$ cat src/design/mdms_pkg.sv
// ----------------------------------------------------------------------------
// mdms_pkg
// Shared types, SFR addresses and the opcode decoder of the data-move core.
// ----------------------------------------------------------------------------
package mdms_pkg;

	localparam logic [7:0] ADDR_PSW = 8'hD0;
	localparam logic [7:0] ADDR_ACC = 8'hE0;
	localparam logic [7:0] ADDR_DPL = 8'h82;
	localparam logic [7:0] ADDR_DPH = 8'h83;

	localparam logic [7:0] OP_RR_A   = 8'h03;
	localparam logic [7:0] OP_RL_A   = 8'h23;
	localparam logic [7:0] OP_SWAP_A = 8'hC4;
	localparam logic [7:0] OP_CLR_A  = 8'hE4;
	localparam logic [7:0] OP_MOV_DP = 8'h90;
	localparam logic [7:0] OP_MOVX   = 8'hF0;

	localparam logic [3:0] ROW_INC    = 4'h0;
	localparam logic [3:0] ROW_DEC    = 4'h1;
	localparam logic [3:0] ROW_MOVIMM = 4'h7;
	localparam logic [3:0] ROW_MOVDIR = 4'h8;
	localparam logic [3:0] ROW_MOVTOR = 4'hA;
	localparam logic [3:0] ROW_MOVTOA = 4'hE;
	localparam logic [3:0] ROW_MOVFRA = 4'hF;

	localparam logic [3:0] COL_ACC = 4'h4;
	localparam logic [3:0] COL_DIR = 4'h5;
	localparam logic [3:0] COL_IND = 4'h6;

	typedef enum logic [2:0] {
		ADR_ACC, ADR_DIR1, ADR_DIR2, ADR_IND, ADR_REG, ADR_DPH
	} adr_t;

	typedef enum logic [2:0] {
		SRC_ACC, SRC_IMM1, SRC_IMM2, SRC_MEM, SRC_ZERO
	} src_t;

	typedef enum logic [2:0] {
		ALU_PASS, ALU_INC, ALU_DEC, ALU_RR, ALU_RL, ALU_SWAP
	} alu_t;

	typedef struct packed {
		src_t       src;
		adr_t       src_adr;
		adr_t       dst_adr;
		alu_t       alu;
		logic       wr;
		logic       dptr;
		logic       movx;
		logic       bad;
		logic [1:0] len;
	} dec_t;

	typedef enum logic [2:0] {
		ST_CLEAR, ST_IDLE, ST_SRC, ST_EXEC, ST_DPL, ST_FINISH
	} state_t;

	typedef enum logic {RD_PTR, RD_SRC} rd_sel_t;

	typedef enum logic [1:0] {WR_NONE, WR_CLEAR, WR_EXEC, WR_DPL} wr_sel_t;

	typedef struct packed {
		logic       ins_load;
		logic       ptr_load;
		rd_sel_t    rd_sel;
		wr_sel_t    wr_sel;
		logic [7:0] clr_addr;
		logic       out_load;
	} ctrl_cmd_t;

	typedef struct packed {
		logic two_writes;
	} dp_stat_t;

	function automatic dec_t decode(input logic [7:0] op);
		dec_t       d;
		logic [3:0] hi;
		logic [3:0] lo;
		adr_t       rn;
		d.src     = SRC_ACC;
		d.src_adr = ADR_ACC;
		d.dst_adr = ADR_ACC;
		d.alu     = ALU_PASS;
		d.wr      = 1'b0;
		d.dptr    = 1'b0;
		d.movx    = 1'b0;
		d.bad     = 1'b0;
		d.len     = 2'd1;
		hi = op[7:4];
		lo = op[3:0];
		// columns 6..7 are @Ri, 8..F are Rn
		rn = lo[3] ? ADR_REG : ADR_IND;
		if ((hi == ROW_INC || hi == ROW_DEC) && lo >= COL_ACC) begin
			d.wr  = 1'b1;
			d.alu = (hi == ROW_INC) ? ALU_INC : ALU_DEC;
			d.src = SRC_MEM;
			if (lo == COL_ACC) begin
				d.dst_adr = ADR_ACC;
			end else if (lo == COL_DIR) begin
				d.dst_adr = ADR_DIR1;
				d.len     = 2'd2;
			end else begin
				d.dst_adr = rn;
			end
			d.src_adr = d.dst_adr;
		end else if (op == OP_RR_A) begin
			d.wr  = 1'b1;
			d.alu = ALU_RR;
		end else if (op == OP_RL_A) begin
			d.wr  = 1'b1;
			d.alu = ALU_RL;
		end else if (op == OP_SWAP_A) begin
			d.wr  = 1'b1;
			d.alu = ALU_SWAP;
		end else if (op == OP_CLR_A) begin
			d.wr  = 1'b1;
			d.src = SRC_ZERO;
		end else if (hi == ROW_MOVIMM && lo >= COL_ACC) begin
			d.wr  = 1'b1;
			d.src = SRC_IMM1;
			d.len = 2'd2;
			if (lo == COL_ACC) begin
				d.dst_adr = ADR_ACC;
			end else if (lo == COL_DIR) begin
				d.src     = SRC_IMM2;
				d.dst_adr = ADR_DIR1;
				d.len     = 2'd3;
			end else begin
				d.dst_adr = rn;
			end
		end else if (hi == ROW_MOVDIR && lo >= COL_DIR) begin
			d.wr  = 1'b1;
			d.src = SRC_MEM;
			if (lo == COL_DIR) begin
				d.src_adr = ADR_DIR1;
				d.dst_adr = ADR_DIR2;
				d.len     = 2'd3;
			end else begin
				d.src_adr = rn;
				d.dst_adr = ADR_DIR1;
				d.len     = 2'd2;
			end
		end else if (op == OP_MOV_DP) begin
			d.wr      = 1'b1;
			d.dptr    = 1'b1;
			d.src     = SRC_IMM1;
			d.dst_adr = ADR_DPH;
			d.len     = 2'd3;
		end else if (hi == ROW_MOVTOR && lo >= COL_IND) begin
			d.wr      = 1'b1;
			d.src     = SRC_MEM;
			d.src_adr = ADR_DIR1;
			d.dst_adr = rn;
			d.len     = 2'd2;
		end else if (hi == ROW_MOVTOA && lo >= COL_DIR) begin
			d.wr      = 1'b1;
			d.src     = SRC_MEM;
			d.dst_adr = ADR_ACC;
			if (lo == COL_DIR) begin
				d.src_adr = ADR_DIR1;
				d.len     = 2'd2;
			end else begin
				d.src_adr = rn;
			end
		end else if (op == OP_MOVX) begin
			d.movx = 1'b1;
		end else if (hi == ROW_MOVFRA && lo >= COL_DIR) begin
			d.wr  = 1'b1;
			d.src = SRC_ACC;
			if (lo == COL_DIR) begin
				d.dst_adr = ADR_DIR1;
				d.len     = 2'd2;
			end else begin
				d.dst_adr = rn;
			end
		end else begin
			d.bad = 1'b1;
		end
		return d;
	endfunction

endpackage

$ cat src/design/mcs51_data_move_subset_core_unit.sv
// ----------------------------------------------------------------------------
// mcs51_data_move_subset_core_unit
// Executes one instruction of an 8051 data-move subset per request.
// ----------------------------------------------------------------------------
// Each request carries an opcode and two operand bytes and yields one result:
// the new PC, the accumulator, an external-memory write (MOVX @DPTR,A) and an
// unsupported flag. After reset the block sweeps its 256-byte internal RAM to
// zero, one byte a cycle, and takes no request until the sweep ends. Each
// instruction then runs in steps, set by the single-port internal RAM, and
// no new request is taken until its result is loaded: the @Ri pointer is
// read as the request is taken, the source byte next, then one write-back
// (two for MOV DPTR,#data), then the result is loaded. A result still
// waiting on the output holds only the final load step.
// ----------------------------------------------------------------------------
module mcs51_data_move_subset_core_unit (
	input  logic        clk,
	input  logic        arst_n,
	input  logic        in_valid,
	output logic        in_ready,
	input  logic [7:0]  opcode,
	input  logic [7:0]  operand_one,
	input  logic [7:0]  operand_two,
	output logic        out_valid,
	input  logic        out_ready,
	output logic [15:0] program_counter,
	output logic [7:0]  accumulator,
	output logic        xram_write,
	output logic [15:0] xram_address,
	output logic [7:0]  xram_data,
	output logic        unsupported
);

	mdms_pkg::ctrl_cmd_t cmd;
	mdms_pkg::dp_stat_t  stat;

	// sequence the steps of each request and own both handshakes
	mdms_ctrl u_ctrl (
		.clk       (clk),
		.arst_n    (arst_n),
		.in_valid  (in_valid),
		.in_ready  (in_ready),
		.out_valid (out_valid),
		.out_ready (out_ready),
		.stat      (stat),
		.cmd       (cmd)
	);

	// hold RAM, SFR mirrors, PC and the result register
	mdms_dpath u_dpath (
		.clk             (clk),
		.arst_n          (arst_n),
		.cmd             (cmd),
		.stat            (stat),
		.opcode          (opcode),
		.operand_one     (operand_one),
		.operand_two     (operand_two),
		.program_counter (program_counter),
		.accumulator     (accumulator),
		.xram_write      (xram_write),
		.xram_address    (xram_address),
		.xram_data       (xram_data),
		.unsupported     (unsupported)
	);

endmodule

$ cat src/design/mdms_ctrl.sv
// ----------------------------------------------------------------------------
// mdms_ctrl
// Sequencer: RAM clearing sweep, instruction steps and the result handshake.
// ----------------------------------------------------------------------------
module mdms_ctrl (
	input  logic                 clk,
	input  logic                 arst_n,
	input  logic                 in_valid,
	output logic                 in_ready,
	output logic                 out_valid,
	input  logic                 out_ready,
	input  mdms_pkg::dp_stat_t   stat,
	output mdms_pkg::ctrl_cmd_t  cmd
);

	mdms_pkg::state_t state_q, state_d;
	logic [7:0]       clr_q;
	logic             out_valid_q;

	always_ff @(posedge clk or negedge arst_n) begin
		if (!arst_n) begin
			state_q     <= mdms_pkg::ST_CLEAR;
			clr_q       <= 8'd0;
			out_valid_q <= 1'b0;
		end else begin
			state_q <= state_d;
			if (state_q == mdms_pkg::ST_CLEAR) begin
				clr_q <= clr_q + 8'd1;
			end
			if (cmd.out_load) begin
				out_valid_q <= 1'b1;
			end else if (out_ready) begin
				out_valid_q <= 1'b0;
			end
		end
	end

	always_comb begin
		state_d      = state_q;
		in_ready     = 1'b0;
		cmd.ins_load = 1'b0;
		cmd.ptr_load = 1'b0;
		cmd.rd_sel   = mdms_pkg::RD_PTR;
		cmd.wr_sel   = mdms_pkg::WR_NONE;
		cmd.clr_addr = clr_q;
		cmd.out_load = 1'b0;
		unique case (state_q)
			mdms_pkg::ST_CLEAR: begin
				cmd.wr_sel = mdms_pkg::WR_CLEAR;
				if (clr_q == 8'hFF) begin
					state_d = mdms_pkg::ST_IDLE;
				end
			end
			mdms_pkg::ST_IDLE: begin
				in_ready = 1'b1;
				if (in_valid) begin
					cmd.ins_load = 1'b1;
					state_d      = mdms_pkg::ST_SRC;
				end
			end
			mdms_pkg::ST_SRC: begin
				cmd.rd_sel   = mdms_pkg::RD_SRC;
				cmd.ptr_load = 1'b1;
				state_d      = mdms_pkg::ST_EXEC;
			end
			mdms_pkg::ST_EXEC: begin
				cmd.wr_sel = mdms_pkg::WR_EXEC;
				state_d    = stat.two_writes ? mdms_pkg::ST_DPL : mdms_pkg::ST_FINISH;
			end
			mdms_pkg::ST_DPL: begin
				cmd.wr_sel = mdms_pkg::WR_DPL;
				state_d    = mdms_pkg::ST_FINISH;
			end
			mdms_pkg::ST_FINISH: begin
				// hold until the result register is free or being drained
				if (!out_valid_q || out_ready) begin
					cmd.out_load = 1'b1;
					state_d      = mdms_pkg::ST_IDLE;
				end
			end
			default: begin
				state_d = mdms_pkg::ST_IDLE;
			end
		endcase
	end

	assign out_valid = out_valid_q;

endmodule

$ cat src/design/mdms_dpath.sv
// ----------------------------------------------------------------------------
// mdms_dpath
// Internal RAM, SFR mirrors, program counter, byte ALU and result register.
// ----------------------------------------------------------------------------
module mdms_dpath (
	input  logic                 clk,
	input  logic                 arst_n,
	input  mdms_pkg::ctrl_cmd_t  cmd,
	output mdms_pkg::dp_stat_t   stat,
	input  logic [7:0]           opcode,
	input  logic [7:0]           operand_one,
	input  logic [7:0]           operand_two,
	output logic [15:0]          program_counter,
	output logic [7:0]           accumulator,
	output logic                 xram_write,
	output logic [15:0]          xram_address,
	output logic [7:0]           xram_data,
	output logic                 unsupported
);

	logic [7:0] mem [256];

	logic [7:0]  opcode_q, b1_q, b2_q;
	logic [7:0]  rdata_q, ptr_q;
	logic [7:0]  acc_q, psw_q, dpl_q, dph_q;
	logic [15:0] pc_q;

	mdms_pkg::dec_t dec;
	logic [7:0]     rd_addr, src_addr, dst_addr;
	logic [7:0]     src_val, alu_val;
	logic           wr_en;
	logic [7:0]     wr_addr, wr_data;
	logic [15:0]    pc_next;

	function automatic logic [7:0] resolve(input mdms_pkg::adr_t k, input logic [7:0] b1,
			input logic [7:0] b2, input logic [7:0] ptr, input logic [1:0] bank,
			input logic [2:0] idx);
		logic [7:0] a;
		case (k)
			mdms_pkg::ADR_ACC:  a = mdms_pkg::ADDR_ACC;
			mdms_pkg::ADR_DIR1: a = b1;
			mdms_pkg::ADR_DIR2: a = b2;
			mdms_pkg::ADR_IND:  a = ptr;
			mdms_pkg::ADR_REG:  a = {3'b000, bank, idx};
			mdms_pkg::ADR_DPH:  a = mdms_pkg::ADDR_DPH;
			default:            a = mdms_pkg::ADDR_ACC;
		endcase
		return a;
	endfunction

	assign dec             = mdms_pkg::decode(opcode_q);
	assign stat.two_writes = dec.dptr;

	// pointer fetched while the instruction is taken: rdata_q holds @Ri in SRC
	assign src_addr = resolve(dec.src_adr, b1_q, b2_q, rdata_q, psw_q[4:3], opcode_q[2:0]);
	assign dst_addr = resolve(dec.dst_adr, b1_q, b2_q, ptr_q, psw_q[4:3], opcode_q[2:0]);
	assign rd_addr  = (cmd.rd_sel == mdms_pkg::RD_SRC) ? src_addr
			: {3'b000, psw_q[4:3], 2'b00, opcode[0]};

	always_comb begin
		case (dec.src)
			mdms_pkg::SRC_ACC:  src_val = acc_q;
			mdms_pkg::SRC_IMM1: src_val = b1_q;
			mdms_pkg::SRC_IMM2: src_val = b2_q;
			mdms_pkg::SRC_MEM:  src_val = rdata_q;
			default:            src_val = 8'd0;
		endcase
		case (dec.alu)
			mdms_pkg::ALU_INC:  alu_val = src_val + 8'd1;
			mdms_pkg::ALU_DEC:  alu_val = src_val - 8'd1;
			mdms_pkg::ALU_RR:   alu_val = {src_val[0], src_val[7:1]};
			mdms_pkg::ALU_RL:   alu_val = {src_val[6:0], src_val[7]};
			mdms_pkg::ALU_SWAP: alu_val = {src_val[3:0], src_val[7:4]};
			default:            alu_val = src_val;
		endcase
	end

	always_comb begin
		wr_en   = 1'b0;
		wr_addr = dst_addr;
		wr_data = alu_val;
		case (cmd.wr_sel)
			mdms_pkg::WR_CLEAR: begin
				wr_en   = 1'b1;
				wr_addr = cmd.clr_addr;
				wr_data = 8'd0;
			end
			mdms_pkg::WR_EXEC: begin
				wr_en = dec.wr;
			end
			mdms_pkg::WR_DPL: begin
				wr_en   = 1'b1;
				wr_addr = mdms_pkg::ADDR_DPL;
				wr_data = b2_q;
			end
			default: begin
				wr_en = 1'b0;
			end
		endcase
	end

	always_ff @(posedge clk) begin
		if (wr_en) begin
			mem[wr_addr] <= wr_data;
		end
		rdata_q <= mem[rd_addr];
	end

	always_ff @(posedge clk) begin
		if (cmd.ins_load) begin
			opcode_q <= opcode;
			b1_q     <= operand_one;
			b2_q     <= operand_two;
		end
		if (cmd.ptr_load) begin
			ptr_q <= rdata_q;
		end
	end

	// mirror the SFRs that the core reads at fixed places
	always_ff @(posedge clk or negedge arst_n) begin
		if (!arst_n) begin
			acc_q <= 8'd0;
			psw_q <= 8'd0;
			dpl_q <= 8'd0;
			dph_q <= 8'd0;
		end else if (wr_en) begin
			if (wr_addr == mdms_pkg::ADDR_ACC) acc_q <= wr_data;
			if (wr_addr == mdms_pkg::ADDR_PSW) psw_q <= wr_data;
			if (wr_addr == mdms_pkg::ADDR_DPL) dpl_q <= wr_data;
			if (wr_addr == mdms_pkg::ADDR_DPH) dph_q <= wr_data;
		end
	end

	assign pc_next = pc_q + {14'd0, dec.len};

	always_ff @(posedge clk or negedge arst_n) begin
		if (!arst_n) begin
			pc_q <= 16'd0;
		end else if (cmd.out_load) begin
			pc_q <= pc_next;
		end
	end

	always_ff @(posedge clk) begin
		if (cmd.out_load) begin
			program_counter <= pc_next;
			accumulator     <= acc_q;
			xram_write      <= dec.movx;
			xram_address    <= dec.movx ? {dph_q, dpl_q} : 16'd0;
			xram_data       <= dec.movx ? acc_q : 8'd0;
			unsupported     <= dec.bad;
		end
	end

endmodule

$ cat config.mk
export PLATFORM = sky130hd
export DESIGN_NAME = mcs51_data_move_subset_core_unit
export DESIGN_NICKNAME = d
export VERILOG_FILES = /design/src/design/mdms_pkg.sv /design/src/design/mcs51_data_move_subset_core_unit.sv /design/src/design/mdms_ctrl.sv /design/src/design/mdms_dpath.sv
export SDC_FILE = /design/constraint.sdc
export NUM_CORES = 2
export LEC_CHECK = 0
export ABC_AREA = 1
export BUFFER_PORTS_ARGS = -buffer_cell sky130_fd_sc_hd__buf_2
export CAP_MARGIN = 20
export CORE_MARGIN = 4
export CORE_UTILIZATION = 45
export CTS_BUF_LIST = sky130_fd_sc_hd__clkbuf_8
export CTS_CLUSTER_SIZE = 28
export DETAILED_ROUTE_END_ITERATION = 10
export SYNTH_ARGS = -nofsm -noshare
export SYNTH_HDL_FRONTEND = slang
export SYNTH_SLANG_ARGS = --single-unit
$ cat constraint.sdc
create_clock -name clk -period 19.1 [get_ports clk]
set_input_delay 0.955 -clock clk [delete_from_list [all_inputs] [get_ports clk]]
set_output_delay 0.955 -clock clk [all_outputs]
set_load 0.05 [all_outputs]
==> impl_metrics.yaml <==
status:
  outcome: "finished, final reports clean"
timing:
  holdWs_ns: 0.1100
  relSlewSlack: 0.04928
  setup_viol: 0
  setup_tns_ns: 0
  worst_slew_pin_slew_ns: 1.426
  setup_ws_ns: 11.37
  fmax_mhz: 129.3
  rsz0062_at_grt: "false"
  finalMaxSlewViolations: 0
  period_minus_slack_ns: 7.734
  hold_viol_final: 0
  finalClockSkew_ns: 0.08949
  post-route-period-util: 0.4049
synth:
  synth_top_cell_by_area: "edfxtp_1"
  synth_edf_count: 2130
  synth_mux_area_frac: 0
  ys.flop_type: "edfxtp_1"
  syn_nets: 8912
  synthXorXnorAreaFrac: 0.001726
  synth_compound_area_frac: 0.01709
  syn_area_um2: 96410
  yosys.area_share.adder: 0.001583
  async_flop_share: 0.02464
  seq_area_frac_synth: 0.6791
  ys_seq_elements: 2192
  yosys_warnings: 0
  synth_top_area_frac: 0.6634
  synth.avg_cell_area_um2: 10.87
  synthSimpleGateAreaFrac: 0.2323
  synth_top_family_by_area: "simple AND/OR/NAND/NOR gates"
  syn_inst: 8873
  synthDistinctLibCells: 51
  netlist_top_cells_area: "edfxtp_1 (66%), nand3_1 (9.5%), nand2_1 (7.3%)"
global_routing:
  grt_busiest_layer: "met2"
  overflow: 0
  grt.met2_usage: 0.3808
  grt_use_met3: 0.04587
  grt_usage: 0.2452
  grt_use_met1: 0.3452
  antenna_found_initial: 6
  grt_max_degree: 199
  grt_pass1_wl_mm: 413.4
  grt_pass1_vias: 63420
route:
  drt-total-wl_mm: 279.0
  num_vias: 66470
  drc: 0
  drt-pass1-iter-count: 6
  viasPerCell: 5.551
  wl_per_cell_um: 23.30
  drtIter0Drc: 8081
  ant_nets: 0
layout:
  area_growth_pct: 9.684
  drive_gt1_frac: 0.07817
  nNetsFinal: 8916
  instances_no_fill: 11970
  finalInstanceArea_um2: 105800
  utilization: 0.4976
worst_setup_path:
  path_cells: "inv_2 -> nand2_2 -> nand3_2 -> clkinv_2 -> nand3_1 -> nand2_1 -> a21oi_1 -> nand3_4 -> nand2_8 -> buf_4 -> buf_4 -> buf_4 -> nand2_1 -> nand3_1 -> nand3_1 -> nand3_1 -> nand3_1 -> nand3_1 -> nand3_1 -> nand3_1 -> nand2_1"
  worst-path-max-fanout: 142
  crit_path_start: "u_dpath.opcode_q[3]"
  critPathArrivalTime_ns: 8.71
  r2r_start: "u_dpath.opcode_q[3]"
  cp-start-kind: "flip-flop"
  crit_slowest_cell: "buf_4"
  reg2reg_depth: 21
  crit_required_ns: 20.08
  timing.rr.end: "u_dpath.rdata_q[3]"
  rrSetupSlack_ns: 11.37
  critPathMaxStageDelay_ns: 0.87
  criticalPathCategory: "reg -> reg"
  end_kind: "flip-flop"
  crit_path_frequent_cell: "nand3_1"
die:
  start_util: 0.4537
  die_area_um2: 221700
  io_pins: 80
  die_w_um: 470.9
  core_region_area_um2: 212500
  rows: 169
  die_h_um: 470.9
pwr:
  p_leak_nw: 41.17
  powerDensity_nw_per_um2: 131.8
  p_total_mw: 13.94
  irDropWorstVdd_uv: 143.8
placed_design:
  numPortBuffers: 79
  place_congestion: 0.8720
  hpwlAfterDp_mm: 151.6
  dp_cells: 11310
  post_dp_cell_area_um2: 98990
  post-place-ws_ns: 11.53
run:
  maxCapViolCount: 0
clocking:
  clkTransAtPathRegs_ns: 0.07
  numCtsBuffers: 371
  cts-root-buf: "clkbuf_8"
  tritoncts: "done"
  cts_sinks: 2192
  clk_latency_ns: 1.10
  h-tree-depth: 5
  clockBufferDepth: 4
worst_hold_path:
  hold_end: "u_dpath.b1_q[7]"
  whs_path_depth: 1
  hold_path_class: "in -> reg"
  hold_start: "operand_one[7]"
[Yosys cell counts (6+ instances only)]
cell type  number
xor2_1         18
buf_1          70
nand3b_1      592
nand2_2        10
buf_4           7
edfxtp_1     2130
nand4_1        12
dfxtp_1         8
a21oi_1        81
or2_2           6
nand3_1      1834
buf_2         216
dfrtp_1        54
inv_2          23
nor2_1        344
nor2_2         11
nor3_1         11
inv_1        1077
o21ai_0        84
o211ai_1       59
o21ai_1        25
nand2_1      1873
o22ai_1         6
ha_1            9
clkbuf_1      263
o221ai_1        6
[routing by layer]
layer / wire length (µm) / share of wire / vias to the layer above
met2: 128300 / 0.46 / 2922
met4: 9667 / 0.035 / 0
met3: 23230 / 0.083 / 490
met1: 117800 / 0.42 / 32710
li1: - / - / 30350
met5: 0 / 0 / -
[area by class of cell]
| cell class | instances | area [µm²] |
|---|---|---|
| Fill cell | 18980 | 106800 |
| Sequential cell | 2192 | 65470 |
| Multi-Input combinational cell | 5018 | 24540 |
| Clock buffer | 386 | 5313 |
| Inverter | 1102 | 4163 |
| Tap cell | 2821 | 3530 |
| Timing Repair Buffer | 192 | 1496 |
| Clock inverter | 257 | 1219 |
| Antenna cell | 6 | 15.01 |
[cells in the final DEF, fill, tap and decap left out, drive strengths merged, types with 3 or more instances in the layout]
cell type	synthesis	final
ha	9	9
nand3	1836	1836
o2111ai	4	4
buf	298	178
a21oi	83	83
dfrtp	54	54
clkbuf	263	386
nor2	359	359
nand4	13	13
dfxtp	8	8
a21boi	4	4
o211ai	59	59
diode	0	6
xor2	18	18
a31oi	3	3
dlygate4sd3	0	14
nor3	14	14
or2	6	6
inv	1100	1221
clkinv	2	127
nand2	1884	1884
o21ai	112	112
bufinv	0	7
edfxtp	2130	2130
o22ai	6	6
o221ai	6	6
nand3b	592	592
clkinvlp	0	4
[worst max-delay path by stage]
stage,cells after the start,slack (ns),end
after floorplan,6,5.59,u_dpath.mem[0][1]
after global placement,21,11.62,u_dpath.rdata_q[2]
after detailed placement,21,11.53,u_dpath.rdata_q[2]
after CTS,21,11.59,u_dpath.rdata_q[2]
after global routing,21,11.01,u_dpath.rdata_q[5]
final,21,11.37,u_dpath.rdata_q[3]
[power breakdown]
part	leakage [nW]	total (mW)	switching, mW	internal, mW
Sequential	20.3	6.41	0.0864	6.32
Clock	3.80	3.82	1.87	1.95
Combinational	17.1	3.71	3.04	0.665
Total	41.2	13.9	5.00	8.94
[sequential cells by signal, summed over array words and instances (netlist names)]
| name | count |
|---|---|
| u_dpath.accumulator | 8 |
| u_dpath.psw_q | 2 |
| u_dpath.xram_write | 1 |
| u_dpath.dph_q | 8 |
| u_dpath.xram_address | 16 |
| u_ctrl.clr_q | 8 |
| u_ctrl.state_q | 3 |
| u_dpath.xram_data | 8 |
| u_dpath.b2_q | 8 |
| u_dpath.dpl_q | 8 |
| u_dpath.rdata_q | 8 |
| u_dpath.ptr_q | 8 |
| u_dpath.pc_q | 16 |
| u_dpath.acc_q | 8 |
| u_dpath.unsupported | 1 |
| u_dpath.program_counter | 16 |
| u_dpath.opcode_q | 8 |
| u_dpath.mem | 2048 |
| u_dpath.b1_q | 8 |
| u_ctrl.out_valid | 1 |
[timing repair]
item	in CTS	in global routing
hold buffers	14	0
resized for setup	0	0
setup buffers	0	0
hold endpoints to repair	55	0
[cells by family (layout without fill, tap and decap cells)]
logic type | after synthesis | after routing
AO/OA/AOI/OAI | 280 | 280
XOR/XNOR | 19 | 19
adder cells (fa/ha/maj) | 11 | 11
buffers and inverters | 1663 | 1937
flip-flops | 2192 | 2192
other | 0 | 6
AND/OR/NAND/NOR | 4708 | 4708
[worst max-delay path, delay by kind of cell, from the launching register on]
family                 cells  cell delay, ns
AO/OA/AOI/OAI              1            0.27
buffers and inverters      5            2.85
flip-flops                 1            0.49
AND/OR/NAND/NOR           15            3.67
Note: power is estimated with default switching activity, not from simulation.
